### config.mk
export PLATFORM = sky130hd
export DESIGN_NAME = i2c_master_byte_sequencer
export DESIGN_NICKNAME = d
export VERILOG_FILES = /design/src/rtl/i2cms_pkg.sv /design/src/rtl/i2cms_front.sv /design/src/rtl/i2cms_queue.sv /design/src/rtl/i2cms_back.sv /design/src/rtl/i2c_master_byte_sequencer.sv
export VERILOG_INCLUDE_DIRS = /design/src /design/src/rtl
export SDC_FILE = /design/constraint.sdc
export NUM_CORES = 1
export LEC_CHECK = 0
export BUFFER_PORTS_ARGS = -buffer_cell sky130_fd_sc_hd__buf_4
export CAP_MARGIN = 0
export CORE_MARGIN = 2
export CORE_UTILIZATION = 35
export CTS_CLUSTER_DIAMETER = 150
export DETAILED_ROUTE_END_ITERATION = 16
export PLACE_DENSITY_LB_ADDON = 0.05
export SLEW_MARGIN = 15
export SYNTH_ARGS = -nofsm -noshare
export SYNTH_HDL_FRONTEND = slang
export SYNTH_SLANG_ARGS = --single-unit
### constraint.sdc
create_clock -name clk -period 2 [get_ports clk]
set_input_delay 0.2 -clock clk [delete_from_list [all_inputs] [get_ports clk]]
set_output_delay 0.2 -clock clk [all_outputs]
set_load 0.01 [all_outputs]
### src/rtl/assert_macros.svh
`ifndef ASSERT_MACROS_SVH
`define ASSERT_MACROS_SVH

// Same-cycle implication, muted during reset.
`define ASSERT_IMPL(label, clk, rst, a, c, msg) \
  label: assert property (@(posedge clk) disable iff (rst) (a) |-> (c)) else $error(msg);

// Next-cycle implication, muted during reset.
`define ASSERT_NEXT(label, clk, rst, a, c, msg) \
  label: assert property (@(posedge clk) disable iff (rst) (a) |=> (c)) else $error(msg);

`endif

### src/rtl/i2cms_pkg.sv
package i2cms_pkg;

  typedef enum logic [1:0] {
    OP_START = 2'd0,
    OP_STOP  = 2'd1,
    OP_WRITE = 2'd2,
    OP_READ  = 2'd3
  } op_t;

  localparam int BITS_PER_BYTE = 8;
  localparam int SEGS_PER_BIT  = 3;
  localparam int BIT_SEGS      = BITS_PER_BYTE * SEGS_PER_BIT;

  localparam logic [4:0] LAST_STEP_COND = 5'd3;
  localparam logic [4:0] LAST_STEP_BYTE = 5'(BIT_SEGS + 5);

  // write: data bits, then idle, release, ack sample
  localparam logic [4:0] WR_BITS_END = 5'(BIT_SEGS);
  localparam logic [4:0] WR_REL_SCL  = 5'(BIT_SEGS + 1);
  localparam logic [4:0] WR_REL_SDA  = 5'(BIT_SEGS + 2);
  localparam logic [4:0] WR_ACK_HI   = 5'(BIT_SEGS + 3);
  localparam logic [4:0] WR_ACK_SMP  = 5'(BIT_SEGS + 4);

  // read: release, data samples, ack bit, closing low
  localparam logic [4:0] RD_BITS_BEG = 5'd2;
  localparam logic [4:0] RD_BITS_END = 5'(BIT_SEGS + 2);
  localparam logic [4:0] RD_ACK_SDA  = 5'(BIT_SEGS + 3);
  localparam logic [4:0] RD_ACK_HI   = 5'(BIT_SEGS + 4);

  localparam logic [1:0] PH_LOW  = 2'd0;
  localparam logic [1:0] PH_MID  = 2'd1;
  localparam logic [1:0] PH_HIGH = 2'd2;

  localparam logic [2:0] BIT_TOP = 3'(BITS_PER_BYTE - 1);

  localparam logic [15:0] UNIT_DELAY_RST = 16'd5;

  typedef struct packed {
    op_t        op;
    logic [7:0] wdata;
    logic       ack_out;
    logic [7:0] line_bits;
  } cmd_t;

  typedef struct packed {
    logic       scl_level;
    logic       sda_level;
    logic       sda_drive;
    logic [1:0] hold_units;
    logic       sample_point;
    logic       last;
    logic [7:0] rx_byte;
    logic       nack;
  } seg_t;

  typedef struct packed {
    cmd_t       cmd;
    logic [4:0] last_step;
  } qent_t;

  typedef struct packed {
    logic  valid;
    qent_t ent;
  } qhead_t;

endpackage

### src/rtl/i2cms_front.sv
module i2cms_front
  import i2cms_pkg::*;
(
  input  logic  cmd_valid,
  output logic  cmd_ready,
  input  cmd_t  cmd,
  input  logic  q_full,
  output logic  push,
  output qent_t push_ent
);

  assign cmd_ready = !q_full;
  assign push      = cmd_valid && !q_full;

  // tag each command with the index of its final segment
  always_comb begin
    push_ent.cmd = cmd;
    case (cmd.op)
      OP_START, OP_STOP: push_ent.last_step = LAST_STEP_COND;
      OP_WRITE, OP_READ: push_ent.last_step = LAST_STEP_BYTE;
      default:           push_ent.last_step = LAST_STEP_COND;
    endcase
  end

endmodule

### src/rtl/i2cms_queue.sv
module i2cms_queue
  import i2cms_pkg::*;
#(
  parameter int DEPTH = 2
) (
  input  logic   clk,
  input  logic   rst,
  input  logic   push,
  input  qent_t  push_ent,
  input  logic   pop,
  output logic   full,
  output qhead_t head
);

  localparam int PW = (DEPTH > 1) ? $clog2(DEPTH) : 1;
  localparam int CW = $clog2(DEPTH + 1);
  localparam logic [PW-1:0] PTR_LAST = PW'(DEPTH - 1);
  localparam logic [CW-1:0] CNT_FULL = CW'(DEPTH);

  qent_t         mem [DEPTH];
  logic [PW-1:0] wptr, rptr;
  logic [CW-1:0] count, count_next;

  assign full       = (count == CNT_FULL);
  assign head.valid = (count != '0);
  assign head.ent   = mem[rptr];

  always_comb begin
    count_next = count;
    case ({push, pop})
      2'b10:   count_next = count + CW'(1);
      2'b01:   count_next = count - CW'(1);
      default: count_next = count;
    endcase
  end

  always_ff @(posedge clk) begin
    if (push) begin
      mem[wptr] <= push_ent;
    end
  end

  always_ff @(posedge clk) begin
    if (rst) begin
      wptr  <= '0;
      rptr  <= '0;
      count <= '0;
    end else begin
      count <= count_next;
      if (push) begin
        wptr <= (wptr == PTR_LAST) ? '0 : wptr + PW'(1);
      end
      if (pop) begin
        rptr <= (rptr == PTR_LAST) ? '0 : rptr + PW'(1);
      end
    end
  end

endmodule

### src/rtl/i2cms_back.sv
module i2cms_back
  import i2cms_pkg::*;
(
  input  logic   clk,
  input  logic   rst,
  input  qhead_t head,
  output logic   pop,
  output logic   seg_valid,
  input  logic   seg_ready,
  output seg_t   seg
);

  logic       scl, sda, oe;
  logic       scl_next, sda_next, oe_next, oe_keep;
  logic [4:0] step;
  logic [1:0] ph;
  logic [2:0] bi;
  logic       fire, lst, bitwin;
  logic [1:0] hold;
  logic       smp;
  qent_t      e;

  assign e    = head.ent;
  assign fire = head.valid && (!seg_valid || seg_ready);
  assign lst  = (step == e.last_step);
  assign pop  = fire && lst;

  always_comb begin
    scl_next = scl;
    sda_next = sda;
    oe_next  = oe;
    hold     = 2'd1;
    smp      = 1'b0;
    bitwin   = 1'b0;
    case (e.cmd.op)
      OP_START: begin
        case (step)
          5'd1: begin
            oe_next  = 1'b1;
            sda_next = 1'b1;
          end
          5'd2:    scl_next = 1'b1;
          5'd3:    sda_next = 1'b0;
          default: ;
        endcase
      end
      OP_STOP: begin
        case (step)
          5'd0: begin
            oe_next  = 1'b1;
            scl_next = 1'b0;
          end
          5'd1:    sda_next = 1'b0;
          5'd2:    scl_next = 1'b1;
          5'd3:    sda_next = 1'b1;
          default: ;
        endcase
      end
      OP_WRITE: begin
        if (step < WR_BITS_END) begin
          bitwin = 1'b1;
          case (ph)
            PH_LOW:  scl_next = 1'b0;
            PH_MID:  sda_next = e.cmd.wdata[bi];
            PH_HIGH: begin
              scl_next = 1'b1;
              hold     = 2'd2;
            end
            default: ;
          endcase
        end else begin
          case (step)
            WR_REL_SCL: scl_next = 1'b0;
            WR_REL_SDA: sda_next = 1'b1;
            WR_ACK_HI: begin
              oe_next  = 1'b0;
              scl_next = 1'b1;
            end
            WR_ACK_SMP: smp = 1'b1;
            LAST_STEP_BYTE: begin
              scl_next = 1'b0;
              hold     = 2'd2;
            end
            default: ;
          endcase
        end
      end
      OP_READ: begin
        if (step >= RD_BITS_BEG && step < RD_BITS_END) begin
          bitwin = 1'b1;
          case (ph)
            PH_LOW: begin
              oe_next  = 1'b0;
              scl_next = 1'b1;
            end
            PH_MID:  smp = 1'b1;
            PH_HIGH: begin
              scl_next = 1'b0;
              hold     = 2'd2;
            end
            default: ;
          endcase
        end else begin
          case (step)
            5'd0:        scl_next = 1'b0;
            5'd1:        sda_next = 1'b1;
            RD_BITS_END: begin
              oe_next  = 1'b1;
              scl_next = 1'b0;
            end
            RD_ACK_SDA:  sda_next = e.cmd.ack_out;
            RD_ACK_HI: begin
              scl_next = 1'b1;
              hold     = 2'd2;
            end
            LAST_STEP_BYTE: scl_next = 1'b0;
            default: ;
          endcase
        end
      end
      default: ;
    endcase
    // a write takes SDA back once its ack segment is out
    oe_keep = (e.cmd.op == OP_WRITE && lst) ? 1'b1 : oe_next;
  end

  always_ff @(posedge clk) begin
    if (fire) begin
      seg.scl_level    <= scl_next;
      seg.sda_level    <= sda_next;
      seg.sda_drive    <= oe_next;
      seg.hold_units   <= hold;
      seg.sample_point <= smp;
      seg.last         <= lst;
      seg.rx_byte      <= (e.cmd.op == OP_READ && lst) ? e.cmd.line_bits : 8'd0;
      seg.nack         <= (e.cmd.op == OP_WRITE && lst) ? e.cmd.line_bits[0] : 1'b0;
    end
  end

  always_ff @(posedge clk) begin
    if (rst) begin
      seg_valid <= 1'b0;
      scl       <= 1'b1;
      sda       <= 1'b1;
      oe        <= 1'b0;
      step      <= '0;
      ph        <= PH_LOW;
      bi        <= BIT_TOP;
    end else begin
      if (fire) begin
        seg_valid <= 1'b1;
      end else if (seg_ready) begin
        seg_valid <= 1'b0;
      end
      if (fire) begin
        scl <= scl_next;
        sda <= sda_next;
        oe  <= oe_keep;
        if (lst) begin
          step <= '0;
          ph   <= PH_LOW;
          bi   <= BIT_TOP;
        end else begin
          step <= step + 5'd1;
          if (bitwin) begin
            if (ph == PH_HIGH) begin
              ph <= PH_LOW;
              bi <= bi - 3'd1;
            end else begin
              ph <= ph + 2'd1;
            end
          end
        end
      end
    end
  end

endmodule

### src/rtl/i2c_master_byte_sequencer.sv
// Path: a command beat is written into the queue, and its first segment is then
//   registered from the queue head into the segment output when the back end is idle.
// Throughput: one segment beat per cycle while seg_ready is high and a command is queued;
//   start and stop are 4 segments, write and read byte 30, as tagged by the front end.
// The queue holds QUEUE_DEPTH commands, the one in progress included; cmd_ready drops when full.
// Reset: SCL and SDA held released high, SDA undriven, queue empty, unit_delay = 5.
`include "assert_macros.svh"

module i2c_master_byte_sequencer
  import i2cms_pkg::*;
#(
  parameter int QUEUE_DEPTH = 2
) (
  input  logic        clk,
  input  logic        rst,
  input  logic        cfg_we,
  input  logic [15:0] cfg_data,
  input  logic        cmd_valid,
  output logic        cmd_ready,
  input  cmd_t        cmd,
  output logic        seg_valid,
  input  logic        seg_ready,
  output seg_t        seg
);

  // Delay unit in clock cycles. Segment lengths leave the block in units;
  // the value is held here only and is not an output of the block.
  logic [15:0] unit_delay;

  logic   q_full;
  logic   push;
  logic   pop;
  qent_t  push_ent;
  qhead_t head;

  always_ff @(posedge clk) begin
    if (rst) begin
      unit_delay <= UNIT_DELAY_RST;
    end else if (cfg_we) begin
      unit_delay <= cfg_data;
    end
  end

  // Front: take a command beat, tag it with the index of its final segment.
  i2cms_front u_front (
    .cmd_valid (cmd_valid),
    .cmd_ready (cmd_ready),
    .cmd       (cmd),
    .q_full    (q_full),
    .push      (push),
    .push_ent  (push_ent)
  );

  // Short queue: decouple command intake from segment output.
  i2cms_queue #(
    .DEPTH (QUEUE_DEPTH)
  ) u_queue (
    .clk      (clk),
    .rst      (rst),
    .push     (push),
    .push_ent (push_ent),
    .pop      (pop),
    .full     (q_full),
    .head     (head)
  );

  // Back: advance one segment per cycle unless a held segment is not taken, keep pin
  // levels across commands, drop the queue head after its final segment.
  i2cms_back u_back (
    .clk       (clk),
    .rst       (rst),
    .head      (head),
    .pop       (pop),
    .seg_valid (seg_valid),
    .seg_ready (seg_ready),
    .seg       (seg)
  );

  // SDA is released whenever the slave's level is sampled.
  `ASSERT_IMPL(a_sample_released, clk, rst, seg_valid && seg.sample_point, !seg.sda_drive, "sample with SDA driven")

  // Results appear only on the final beat of a command.
  `ASSERT_IMPL(a_result_on_last, clk, rst, seg_valid && !seg.last, seg.rx_byte == 8'd0 && !seg.nack, "result before last beat")

  // A full queue holds at least one command for the back end.
  `ASSERT_IMPL(a_full_has_head, clk, rst, !cmd_ready, head.valid, "queue full but empty head")

  // A beat that drops the queue head is a last segment.
  `ASSERT_NEXT(a_pop_marks_last, clk, rst, pop, seg_valid && seg.last, "pop without last beat")

  // A delay unit is at least one clock cycle.
  `ASSERT_IMPL(a_unit_delay_legal, clk, rst, 1'b1, unit_delay != 16'd0, "delay unit of zero cycles")

endmodule

# After elaboration in Yosys (flattened, before gate mapping)
# Memories as Yosys holds them, arrays and structs flattened. A register that Yosys moved wholly into a read port is not among the register bits.
# Index checks and enable logic that the tools add are counted.
dict set report op_classes {
  n_addsub 7
  n_lt_le_gt_ge 4
  eq_ne 20
  n_mux 59
  reduce_logical 24
}
# operator count
set op_table {}
lappend op_table {{$mux 1} 30}
lappend op_table {{$eq 5x5->1 const B} 5}
lappend op_table {{$pmux 1 s2} 10}
lappend op_table {{$mux 2} 8}
lappend op_table {{$eq 2x2->1 const B} 7}
lappend op_table {{$pmux 1 s4} 3}
lappend op_table {{$eq 5x2->1 const B} 2}
lappend op_table {{$lt 5x5->1 const B} 2}
lappend op_table {{$pmux 5 s2} 1}
lappend op_table {{$reduce_bool 2->1} 5}
lappend op_table {{$mux 3} 3}
lappend op_table {{$eq 2x1->1 const B} 4}
lappend op_table {{$pmux 2 s2} 2}
lappend op_table {{$logic_and 1x1->1} 6}
lappend op_table {{$logic_not 2->1} 3}
lappend op_table {{$reduce_or 2->1} 3}
lappend op_table {{$add 5x1->5 const B} 1}
lappend op_table {{$eq 5x1->1 const B} 1}
lappend op_table {{$eq 5x5->1} 1}
lappend op_table {{$ge 5x2->1 const B} 1}
lappend op_table {{$logic_not 5->1} 1}
lappend op_table {{$mux 5} 1}
lappend op_table {{$add 2x1->2 const B} 2}
lappend op_table {{$lt 3x4->1 const B} 1}
lappend op_table {{other kinds (9)} 11}
dict set report word_totals {
  register_bits 34
  mem_bits_rw 48
  wordCells 133
  memories 1
}
# memory depth width read_ports rd_ports_with_merged_regs wr line
set memory_table {}
lappend memory_table {u_queue.mem 2 24 1 1 1 i2cms_queue.sv:20} ;# qent_t mem [DEPTH];

# Longest topological paths before layout
# Gate-level depths: netlist of run 1.
dict set report depth {
  ltp_word 6
  depth_mapped 9
  mapped_depth_nobuf 8
}

# Cells and area by module
# A second synthesis of run 1 with hierarchy kept.
dict set report hier_totals {
  hier_cells 317
  area_unflattened_um2 3918.8
}
# mod n_inst cells_each area_per_inst_um2
set modules_own_cells {}
lappend modules_own_cells {i2cms_queue 1 97 1934.4}
lappend modules_own_cells {i2cms_back 1 193 1798.0}
lappend modules_own_cells {i2cms_front 1 27 186.4}

# Worst setup path before layout of run 1
# No wires, ideal clock.
dict set report synth_path {
  path_type {reg2reg}
  from {register u_back.step[4]}
  to {register u_queue.count[1]}
  arrival_ns 1.972
  slack_ns -0.043
  stages_incl_launch_ff 9
  n_path_buf 1
  period_less_slack_ns 2.043
  path_cell_list {dfxtp_1 buf_6 nor3_4 mux2_2 nand3_1 nor2_1 ha_1 or3_1 a21oi_1}
}
dict set report synth_via {
  elab_chain_cells 4
}
# element line
set synth_rtl {}
lappend synth_rtl {{start: declaration} i2cms_back.sv:15} ;# logic [4:0] step;
lappend synth_rtl {{start signal: assignment} i2cms_back.sv:164} ;# step <= step + 5'd1;
lappend synth_rtl {{$eq 5x5->1 (*)} i2cms_back.sv:25} ;# assign lst = (step == e.last_step);
lappend synth_rtl {{$logic_and 1x1->1 (*)} i2cms_back.sv:26} ;# assign pop = fire && lst;
lappend synth_rtl {{named net pop} i2c_master_byte_sequencer.sv:32} ;# logic pop;
lappend synth_rtl {{$eq 2x1->1 / $eq 2x2->1 (equally long branches)} i2cms_queue.sv:30} ;# case ({push, pop})
lappend synth_rtl {{$pmux 2 s2 / $reduce_bool 2->1 (equally long branches)} -}
lappend synth_rtl {{end signal: assignment} i2cms_queue.sv:49} ;# count <= count_next;
lappend synth_rtl {{end: declaration} i2cms_queue.sv:22} ;# logic [CW-1:0] count, count_next;
# The timed path passes the listed nets; every way through them passes the cells marked *.
# A chain may end at the register's enable or synchronous reset.

# Worst setup path after layout of run 1
dict set report layout_path {
  from {register u_back.step[1]}
  to {register u_back.sda}
}
dict set report layout_via {
  elab_chain_cells 4
}
# element line
set layout_rtl {}
lappend layout_rtl {{$ge 5x2->1 (tied with other cells)} i2cms_back.sv:89} ;# if (step >= RD_BITS_BEG && step < RD_BITS_END) begin
lappend layout_rtl {{$logic_and 1x1->1 (tied with other cells)} i2cms_back.sv:89}
lappend layout_rtl {{$mux 1, on equally long branches} {i2cms_back.sv:89, i2cms_back.sv:60}}
lappend layout_rtl {{$pmux 1 s4 (*)} i2cms_back.sv:35} ;# case (e.cmd.op)
lappend layout_rtl {{end signal: assignment} i2cms_back.sv:157} ;# sda <= sda_next;
lappend layout_rtl {{end: declaration} i2cms_back.sv:13} ;# logic scl, sda, oe;
# Mark *: on every way between the ends. The rest lies on a longest branch, timed or not.

==> metrics.cfg, run 1 <==
[worst_setup_path]
cp_max_fo = 4
timing.rr.end = u_back.sda
crit_family = simple AND/OR/NAND/NOR gates
worstSetupPathType = register to register
cp.required_ns = 2.23
slowest_delay_ns = 0.48
crit_chain = buf_4 -> ha_1 -> or4b_4 -> a222oi_1 -> nor2_1 -> o31ai_1 -> nand3_1
cp_num_cells = 7
start_kind = register
endpoint = u_back.sda
cp.arrival_ns = 2.17
crit_slowest_cell = or4b_4
cp_num_buf_inv = 1
crit_start = u_back.step[1]
reg2reg_from = u_back.step[1]
r2r_cells = 7
reg2reg_slack_ns = 0.05
crit_path_end_kind = register

[cells_and_area]
utilization = 0.459
drive_gt1_frac = 0.343
antenna_cells = 0
fillCellCount = 943
area_growth_pct = 26.9
final_nets = 402

[route]
wirelength_um = 7360
first_pass_iters = 4
detail_route.wl_per_cell_um = 14.9
drtIter0Drc = 118
routed_via_density = 4.93
route.detailed.drc = 0
postRouteAntennaNets = 0
routed-via-count = 2434

[sta]
whs_ns = 0.0297
tightest_slew_ns = 0.539
fmax_ghz = 0.513
relSlewSlack = 0.637
clock_skew_ns = 0.0116
rsz0062_at_grt = yes
fin_ws_ns = 0.0517
post-route-period-util = 0.974
min_period_ns = 1.95
finalHoldViolCount = 0
setup-violations-final = 0
drv_slew = 0

[status]
status = completed

[cts]
clkSlewWorstSetupHoldPaths_ns = 0.09
post_cts_buffers = 0
cts_tree = yes
hold_buffers = 0
h-tree-depth = 3
cts_root_buffer = clkbuf_8
clock-sinks = 77
clock_latency_ns = 0.35
numCtsBuffers = 9
ctsLongestPathBuffers = 2

[die]
coreArea_um2 = 9820
num_rows = 36
die_h_um = 105
initial_core_util = 0.362
die_w_um = 105
dieArea_um2 = 11000
io_pins = 58

[synth]
synthCells = 277
yosysMostFrequentCell = edfxtp_1
synthFlopType = edfxtp_1
synthTopCellsByCount = edfxtp_1 (58), nor2_1 (27), dfxtp_1 (19)
synth_seq_cells = 77
ys_seq_area_frac = 0.598
synthTopCellsByArea = edfxtp_1 (49%), dfxtp_1 (11%), mux2i_1 (4.2%)
yosys.area.top_type_share = 0.490
async_flop_share = 0
synth_edf_count = 58
syn_avg_cell_area_um2 = 12.8
synth.net_count = 323
synth_cell_type_count = 60
yosysWarnings = 0
netlist_area_um2 = 3550
synth.largest_area_cell = edfxtp_1

[placed_design]
gp_congestion = 0.831
place_ws_ns = -0.0519
io_buffers = 40
hpwl_um = 5290

[flow_run]
maxCapViolCount = 0

[global_route]
grt_overflow = 0
antenna_found_initial = 0
grt_pass1_vias = 2421
grt_max_degree = 22
grt_pass1_wl_um = 12100
grt.total_usage = 0.141

[power_and_ir_drop]
total_power_w = 0.00420
ir_drop_v = 0.000367
p_per_area_nw_per_um2 = 932
p_leak_nw = 1.67

[hold_path]
min_path_type = input pin to register

-- worst min path at each step --
stage	startpoint	end	slack, ns	cells after the start
2_1_floorplan	cmd[5]	u_queue.mem[0][10]	0.30	0
3_3_place_gp	cmd[12]	u_queue.mem[0][17]	0.38	1
3_5_place_dp	cmd[15]	u_queue.mem[0][20]	0.39	1
4_1_cts	cmd[12]	u_queue.mem[0][17]	0.02	1
5_1_grt	cmd[12]	u_queue.mem[0][17]	0.006	1
6_report	cmd[12]	u_queue.mem[0][17]	0.03	1
-- layout make-up --
class / instances / area (µm²) / area share
inverter: 13 / 48.8 / 0.0108
clock buffer: 10 / 128 / 0.0283
sequential: 77 / 2130 / 0.473
tap: 133 / 166 / 0.0369
timing repair buffer: 78 / 614 / 0.136
multi-input combinational: 177 / 1350 / 0.300
clock inverter: 6 / 70.1 / 0.0155
-- flip-flops by register name, summed over array words and instances, names as in the netlist, 2 cells and up, named ones only --
register,count
u_queue.mem,42
u_back.seg,16
u_back.step,5
u_back.bi,3
u_back.ph,2
u_queue.count,2
-- what timing repair did --
item	4_1_cts	5_1_grt
endpoints found under the hold margin	0	0
pin swaps	0	4
setup endpoints to repair	1	8
gates resized for setup	2	17
-- cells in the final DEF (no fill, tap or decap), drive strengths merged, types with 2 or more instances in the layout --
master / instances
buf: 78
edfxtp: 58
nor2: 27
dfxtp: 19
a21oi: 18
mux2i: 15
inv: 15
nand2: 13
clkbuf: 10
o21ai: 10
nor3: 7
xnor2: 6
ha: 6
nand2b: 5
nand3: 5
mux2: 5
and3: 4
mux4: 4
o31ai: 4
and4: 4
or3: 3
nor2b: 3
a31oi: 3
clkinvlp: 3
a211oi: 3
or2: 2
o211ai: 2
nand4b: 2
a22oi: 2
o21a: 2
a32o: 2
xor2: 2
or4b: 2
-- per-stage QoR --
step / std cells / area (µm²) / setup TNS [ns]
3_3_place_gp: 478 / 4240 / 0
4_1_cts: 494 / 4440 / 0
3_5_place_dp: 478 / 4240 / -0.0519
5_1_grt: 494 / 4510 / -0.0148
6_report: 494 / 4510 / 0
2_1_floorplan: 277 / 3560 / 0
-- cell families after synthesis --
| kind of cell | count (synthesis) | share of synthesized area |
|---|---|---|
| AO/OA/AOI/OAI | 55 | 0.105 |
| XOR/XNOR | 8 | 0.0197 |
| adder cells (fa/ha/maj) | 6 | 0.0211 |
| buffers and inverters | 23 | 0.0416 |
| flip-flops | 77 | 0.598 |
| multiplexers | 24 | 0.0835 |
| AND/OR/NAND/NOR | 84 | 0.131 |
-- worst reg2reg max path, cell delays in order (launching register included) --
cell,delay (ns)
dfxtp_1,0.37
buf_4,0.12
ha_1,0.18
or4b_4,0.48
a222oi_1,0.36
nor2_1,0.12
o31ai_1,0.09
nand3_1,0.09
-- per-layer routing --
| layer | GRT usage | wire (µm) |
|---|---|---|
| met5 | 0 | 0 |
| met4 | 0.0571 | 109 |
| met3 | 0.0250 | 231 |
| met2 | 0.231 | 3460 |
| met1 | 0.185 | 3570 |
-- report_power, final --
group / internal, W / switching (W) / total (W)
Sequential: 0.00193 / 0.0000822 / 0.00202
Combinational: 0.000486 / 0.000506 / 0.000993
Clock: 0.000586 / 0.000606 / 0.00119
Total: 0.00301 / 0.00119 / 0.00420
Note: power is estimated with default switching activity, not from simulation.
==> run 2, diff against run 1 <==
--- a/config.mk
+++ b/config.mk
@@ -13,6 +13,7 @@
 export CTS_CLUSTER_DIAMETER = 150
 export DETAILED_ROUTE_END_ITERATION = 16
 export PLACE_DENSITY_LB_ADDON = 0.05
+export SETUP_SLACK_MARGIN = 0.3
 export SLEW_MARGIN = 15
 export SYNTH_ARGS = -nofsm -noshare
 export SYNTH_HDL_FRONTEND = slang
==> run 2 against run 1 <==
Effect of this change:
- combinational power up 4%
- hold slack worse by 0.0066 ns
- clock skew is 0.00058 ns lower
- largest power group unchanged
==> metrics.cfg, run 2 (synthesized netlist as in run 1, its figures left out) <==
[status]
status = completed

[sta]
fin_ws_ns = 0.0938  ; +0.0421 ns
post-route-period-util = 0.953  ; -0.0211
setup-violations-final = 0  ; unchanged
clock_skew_ns = 0.0110  ; -0.000583 ns
min_period_ns = 1.91  ; -0.0421 ns
tightest_slew_ns = 0.407  ; -0.132 ns
finalHoldViolCount = 0  ; unchanged
fmax_ghz = 0.525  ; +2.2%
relSlewSlack = 0.729  ; +0.0917
drv_slew = 0  ; unchanged
finalSetupTns_ns = 0  ; unchanged
rsz0062_at_grt = yes

[cells_and_area]
largestRegisters = u_queue.mem x42, u_back.seg x16, u_back.step x5
antenna_cells = 0  ; unchanged
fillCellCount = 926  ; -1.8%
final_cell_area_um2 = 4640  ; +2.9%
final_cell_mix = buf_4 (75), edfxtp_1 (58), nor2_1 (25)
drive_gt1_frac = 0.398  ; +0.0549
final_nets = 405  ; +0.75%
largest_reg_flops = 42  ; unchanged
area_growth_pct = 30.6
layout_commonest_cell = buf_4
largest_register = u_queue.mem

[worst_setup_path]
cp_num_buf_inv = 0  ; -1
crit_slowest_cell = dfxtp_4
reg2reg_slack_ns = 0.09  ; +0.04 ns
timing.rr.end = u_queue.count[1]
r2r_cells = 8  ; +1
crit_family = multiplexers
crit_path_end_kind = register
cp.required_ns = 2.29  ; +0.06 ns
start_kind = register
cp.arrival_ns = 2.20  ; +0.03 ns
cp_max_fo = 5  ; +1
worstSetupPathType = register to register
crit_chain = mux2i_4 -> mux2_4 -> nand3_4 -> nor2_4 -> ha_4 -> xnor2_1 -> or3_1 -> a21oi_2
slowest_delay_ns = 0.43  ; -0.05 ns

[global_route]
grt_pass1_vias = 2398  ; -0.95%
grt_pass1_wl_um = 12400  ; +2.6%
grt.total_usage = 0.146  ; +0.00481
grt_overflow = 0  ; unchanged
antenna_found_initial = 0  ; unchanged
grt_max_degree = 22  ; unchanged

[route]
detail_route.wl_per_cell_um = 15.3  ; +2.7%
postRouteAntennaNets = 0  ; unchanged
first_pass_iters = 4  ; unchanged
routed-via-count = 2496  ; +2.5%
wirelength_um = 7600  ; +3.3%
routed_via_density = 5.02  ; +1.9%
route.detailed.drc = 0  ; unchanged
drtIter0Drc = 77  ; -35%

[cts]
cts_root_buffer = clkbuf_8
clock-sinks = 77  ; unchanged
clock_latency_ns = 0.36  ; about the same
ctsLongestPathBuffers = 2  ; unchanged
hold_buffers = 0  ; unchanged
clkSlewWorstSetupHoldPaths_ns = 0.09  ; about the same
cts_tree = yes
numCtsBuffers = 9  ; unchanged
h-tree-depth = 3  ; unchanged

[hold_path]
min_to = u_queue.mem[1][9]
hold_depth = 1  ; unchanged
hp-start = cmd[4]
min_path_type = input pin to register

[power_and_ir_drop]
ir_drop_v = 0.000352  ; -4.0%
total_power_w = 0.00417  ; -0.69%
p_leak_nw = 1.73  ; +3.5%
p_per_area_nw_per_um2 = 899  ; -3.5%

[die]
die_h_um = 105  ; unchanged
num_rows = 36  ; unchanged
dieArea_um2 = 11000  ; unchanged
die_w_um = 105  ; unchanged
io_pins = 58  ; unchanged
initial_core_util = 0.362  ; unchanged
coreArea_um2 = 9820  ; unchanged

[placed_design]
gp_congestion = 0.853  ; +2.7%
placed_area_um2 = 4190  ; -1.2%
hpwl_um = 5220  ; -1.4%
io_buffers = 40  ; unchanged
place_ws_ns = -0.0211  ; +0.0308 ns

[flow_run]
maxCapViolCount = 0  ; unchanged

run 2: cell count changes in the layout (fill, tap and decap cells not counted), sizes merged:
| cell | previous run | this run |
|---|---|---|
| buf | 78 | 81 |
| bufinv | 1 | 0 |
| clkbuf | 10 | 9 |
| clkinv | 0 | 3 |
| clkinvlp | 3 | 2 |
run 2: power breakdown:
group / internal [W] / switching (W)
logic: 0.000508 / 0.000525
registers: 0.00194 / 0.000104
clock network: 0.000465 / 0.000633
run 2: layer usage:
| metal | global-route usage | vias up | wire [µm] |
|---|---|---|---|
| met5 | 0 | - | 0 |
| met4 | 0.0514 | 0 | 104 |
| met3 | 0.0312 | 8 | 315 |
| met2 | 0.237 | 54 | 3650 |
| met1 | 0.193 | 1219 | 3530 |
| li1 | - | 1215 | - |
run 2: layout make-up:
class / count / area (µm²) / area share
Sequential cell: 77 / 2140 / 0.462
Clock buffer: 9 / 124 / 0.0267
Multi-Input combinational cell: 177 / 1450 / 0.312
Tap cell: 133 / 166 / 0.0359
Timing Repair Buffer: 81 / 648 / 0.140
Inverter: 13 / 56.3 / 0.0121
Clock inverter: 7 / 57.6 / 0.0124
run 2: worst max-delay path by stage:
stage | from | to | depth (start not counted) | slack (ns)
after floorplan | register | u_queue.count[1] | 8 | 0.13
after global placement | register | u_back.seg[15] | 6 | 0.03
after detailed placement | register | u_queue.count[1] | 7 | -0.02
after CTS | register | u_queue.count[1] | 8 | 0.10
after global routing | u_back.step[4] | u_back.sda | 6 | -0.003
final | register | u_queue.count[1] | 8 | 0.09
run 2: worst reg2reg max path: stages, from the launching register on:
cell and delay, ns:
dfxtp_4 0.43, mux2i_4 0.26, mux2_4 0.34, nand3_4 0.08
nor2_4 0.05, ha_4 0.15, xnor2_1 0.12, or3_1 0.32
a21oi_2 0.11
run 2: timing repair:
action / in CTS / in global routing
resized for setup: 17 / 21
setup endpoints to repair: 27 / 27
pin swaps: 4 / 10
gates cloned: 0 / 0
buffers inserted: 9 / 7
run 2: stage by stage:
stage                     std cells   util  hold slack [ns]
after floorplan                 277      -            0.299
after global placement          465  0.426            0.384
after detailed placement        465  0.426            0.387
after CTS                       490  0.458          0.00604
after global routing            497  0.472        0.0000417
final                           497  0.472           0.0230
==> run 3, diff against run 2 <==
--- a/config.mk
+++ b/config.mk
@@ -6,12 +6,14 @@
 export SDC_FILE = /design/constraint.sdc
 export NUM_CORES = 1
 export LEC_CHECK = 0
-export BUFFER_PORTS_ARGS = -buffer_cell sky130_fd_sc_hd__buf_4
+export ABC_AREA = 1
 export CAP_MARGIN = 0
 export CORE_MARGIN = 2
 export CORE_UTILIZATION = 35
 export CTS_CLUSTER_DIAMETER = 150
 export DETAILED_ROUTE_END_ITERATION = 16
+export DONT_BUFFER_PORTS = 1
+export GPL_ROUTABILITY_DRIVEN = 0
 export PLACE_DENSITY_LB_ADDON = 0.05
 export SETUP_SLACK_MARGIN = 0.3
 export SLEW_MARGIN = 15
==> run 3 against run 2 <==
Effect of this change:
- sequential share of layout area increased by 4.3 points
- global-route usage grew 0.41 points
- setup slack improved by 0.15 ns
- cell area is 8.8% lower
- largest power group unchanged
==> metrics.cfg, run 3 <==
[synth]
yosys.area.top_type_share = 0.521  ; +0.0305
synth.net_count = 375  ; +16%
netlist_area_um2 = 3340  ; -5.8%
syn_avg_cell_area_um2 = 10.2  ; -21%
synthCells = 329  ; +19%
synthTopCellsByCount = nand2_1 (83), edfxtp_1 (58), nor2_1 (32)
synth_edf_count = 58  ; unchanged
synth_seq_cells = 77  ; unchanged
yosysWarnings = 0  ; unchanged
synth.largest_area_cell = edfxtp_1
synth_cell_type_count = 36  ; -40%
ys_seq_area_frac = 0.635  ; +0.0371
yosysMostFrequentCell = nand2_1
synthTopCellsByArea = edfxtp_1 (52%), dfxtp_1 (11%), nand2_1 (9.3%)
async_flop_share = 0  ; unchanged
synthFlopType = edfxtp_1

[cts]
clock-sinks = 77  ; unchanged
ctsLongestPathBuffers = 2  ; unchanged
clkSlewWorstSetupHoldPaths_ns = 0.08  ; about the same
cts_tree = yes
h-tree-depth = 3  ; unchanged
numCtsBuffers = 9  ; unchanged
cts_root_buffer = clkbuf_8
clock_latency_ns = 0.36  ; about the same

[die]
coreArea_um2 = 9240  ; -5.9%
dieArea_um2 = 10400  ; -5.6%
num_rows = 35  ; -2.8%
die_w_um = 102  ; -2.9%
die_h_um = 102  ; -2.9%
initial_core_util = 0.362  ; about the same
io_pins = 58  ; unchanged

[sta]
tightest_slew_ns = 0.429  ; +0.0218 ns
setup-violations-final = 0  ; unchanged
post-route-period-util = 0.879  ; -0.0739
drv_slew = 0  ; unchanged
relSlewSlack = 0.713  ; -0.0154
finalSetupTns_ns = 0  ; unchanged
fmax_ghz = 0.569  ; +8.4%
finalHoldViolCount = 0  ; unchanged
whs_ns = 0.0579  ; +0.0349 ns
min_period_ns = 1.76  ; -0.148 ns
rsz0062_at_grt = yes
clock_skew_ns = 0.0138  ; +0.00279 ns

[power_and_ir_drop]
p_per_area_nw_per_um2 = 868  ; -3.5%
p_leak_nw = 1.62  ; -6.5%
ir_drop_v = 0.000356  ; +1.2%
total_power_w = 0.00367  ; -12%

[worst_setup_path]
start_kind = register
cp.required_ns = 2.24  ; -0.05 ns
crit_chain = buf_6 -> nand2_2 -> nand2_2 -> a21oi_2 -> nor3_2 -> nand2_2 -> inv_2 -> nand2_4 -> inv_4 -> ha_4 -> a21oi_4 -> o21ai_2 -> o21ai_1 -> a21oi_1
cp_max_fo = 5  ; unchanged
crit_slowest_cell = dfxtp_4
worstSetupPathType = register to register
reg2reg_slack_ns = 0.24  ; +0.15 ns
endpoint = u_queue.count[1]
slowest_delay_ns = 0.38  ; -0.05 ns
crit_path_end_kind = register
cpMostUsedCell = nand2_2
timing.rr.end = u_queue.count[1]
cp.arrival_ns = 2.00  ; -0.20 ns
r2r_cells = 14  ; +6

[cells_and_area]
largest_register = u_queue.mem
area_growth_pct = 26.5
drive_gt1_frac = 0.238  ; -0.160
final_cell_mix = nand2_1 (69), edfxtp_1 (58), nor2_1 (27)
final_nets = 423  ; +4.4%
largest_reg_flops = 42  ; unchanged
largestRegisters = u_queue.mem x42, u_back.seg x16, u_back.step x5
layout_commonest_cell = nand2_1
antenna_cells = 0  ; unchanged
final_cell_area_um2 = 4230  ; -8.8%

[global_route]
grt_pass1_wl_um = 11700  ; -5.8%
grt_max_degree = 31  ; +41%
grt_overflow = 0  ; unchanged
antenna_found_initial = 0  ; unchanged
grt.total_usage = 0.150  ; +0.00414
grt_pass1_vias = 2425  ; +1.1%

[route]
routed-via-count = 2375  ; -4.8%
first_pass_iters = 4  ; unchanged
drtIter0Drc = 103  ; +34%
route.detailed.drc = 0  ; unchanged
routed_via_density = 4.65  ; -7.5%
wirelength_um = 7100  ; -6.7%
detail_route.wl_per_cell_um = 13.9  ; -9.2%
postRouteAntennaNets = 0  ; unchanged

[placed_design]
io_buffers = 0  ; -100%
hpwl_um = 4860  ; -6.9%
placed_area_um2 = 3620  ; -14%

[flow_run]
maxCapViolCount = 0  ; unchanged

[status]
status = completed

[hold_path]
min_path_type = input pin to register

[run 3: worst max-delay path, delay by kind of cell, from the launching register on]
kind | cells | cell delay [ns]
flip-flops | 1 | 0.38
AND/OR/NAND/NOR | 5 | 0.40
buffers and inverters | 3 | 0.24
AO/OA/AOI/OAI | 5 | 0.42
adder cells (fa/ha/maj) | 1 | 0.20
[run 3: per-stage QoR]
step	util	worst slack, ns	instances
5_1_grt	0.458	0.123	511
6_report	0.458	0.242	511
4_1_cts	0.442	0.234	508
3_3_place_gp	0.391	0.135	467
3_5_place_dp	0.391	0.0898	467
2_1_floorplan	-	0.137	329
[run 3: cells by family after synthesis]
group	after synthesis	synth area share
AO/OA/AOI/OAI	51	0.0921
flip-flops	77	0.635
AND/OR/NAND/NOR	153	0.193
buffers and inverters	37	0.0442
multiplexers	2	0.00599
adder cells (fa/ha/maj)	6	0.0225
XOR/XNOR	3	0.00786
[run 3: where the power goes]
group	internal (W)	switching (W)	leakage (nW)
Combinational	0.000239	0.000364	0.823
Sequential	0.00188	0.0000981	0.706
Clock	0.000490	0.000595	0.0889
Total	0.00261	0.00106	1.62
[run 3: how the worst min path moves through the flow]
stage          startpoint                 end  slack (ns)  cells after the start
2_1_floorplan      cmd[5]  u_queue.mem[0][10]        0.30                      0
3_3_place_gp          rst            register        0.27                      1
3_5_place_dp          rst            register        0.27                      1
4_1_cts         cmd_valid        u_queue.wptr        0.04                      2
5_1_grt         cmd_valid        u_queue.wptr        0.08                      2
6_report        cmd_valid        u_queue.wptr        0.06                      2
[run 3: timing repair]
action,4_1_cts,5_1_grt
resized for setup,13,38
pin swaps,2,12
hold buffers,20,0
setup endpoints to repair,8,63
setup buffers,5,3
endpoints found under the hold margin,50,0
[run 3: routing by layer]
| metal | vias up | routed length (µm) | GRT usage |
|---|---|---|---|
| li1 | 1223 | - | - |
| met1 | 1102 | 3410 | 0.200 |
| met2 | 40 | 3330 | 0.237 |
| met3 | 10 | 223 | 0.0304 |
| met4 | 0 | 137 | 0.0686 |
| met5 | - | 0 | 0 |
[run 3: layout make-up]
class	count	area [µm²]
clock buffer	10	138
sequential	77	2130
clock inverter	6	46.3
tap	129	161
fill	901	5010
timing repair buffer	43	427
inverter	31	121
multi-input combinational	215	1200
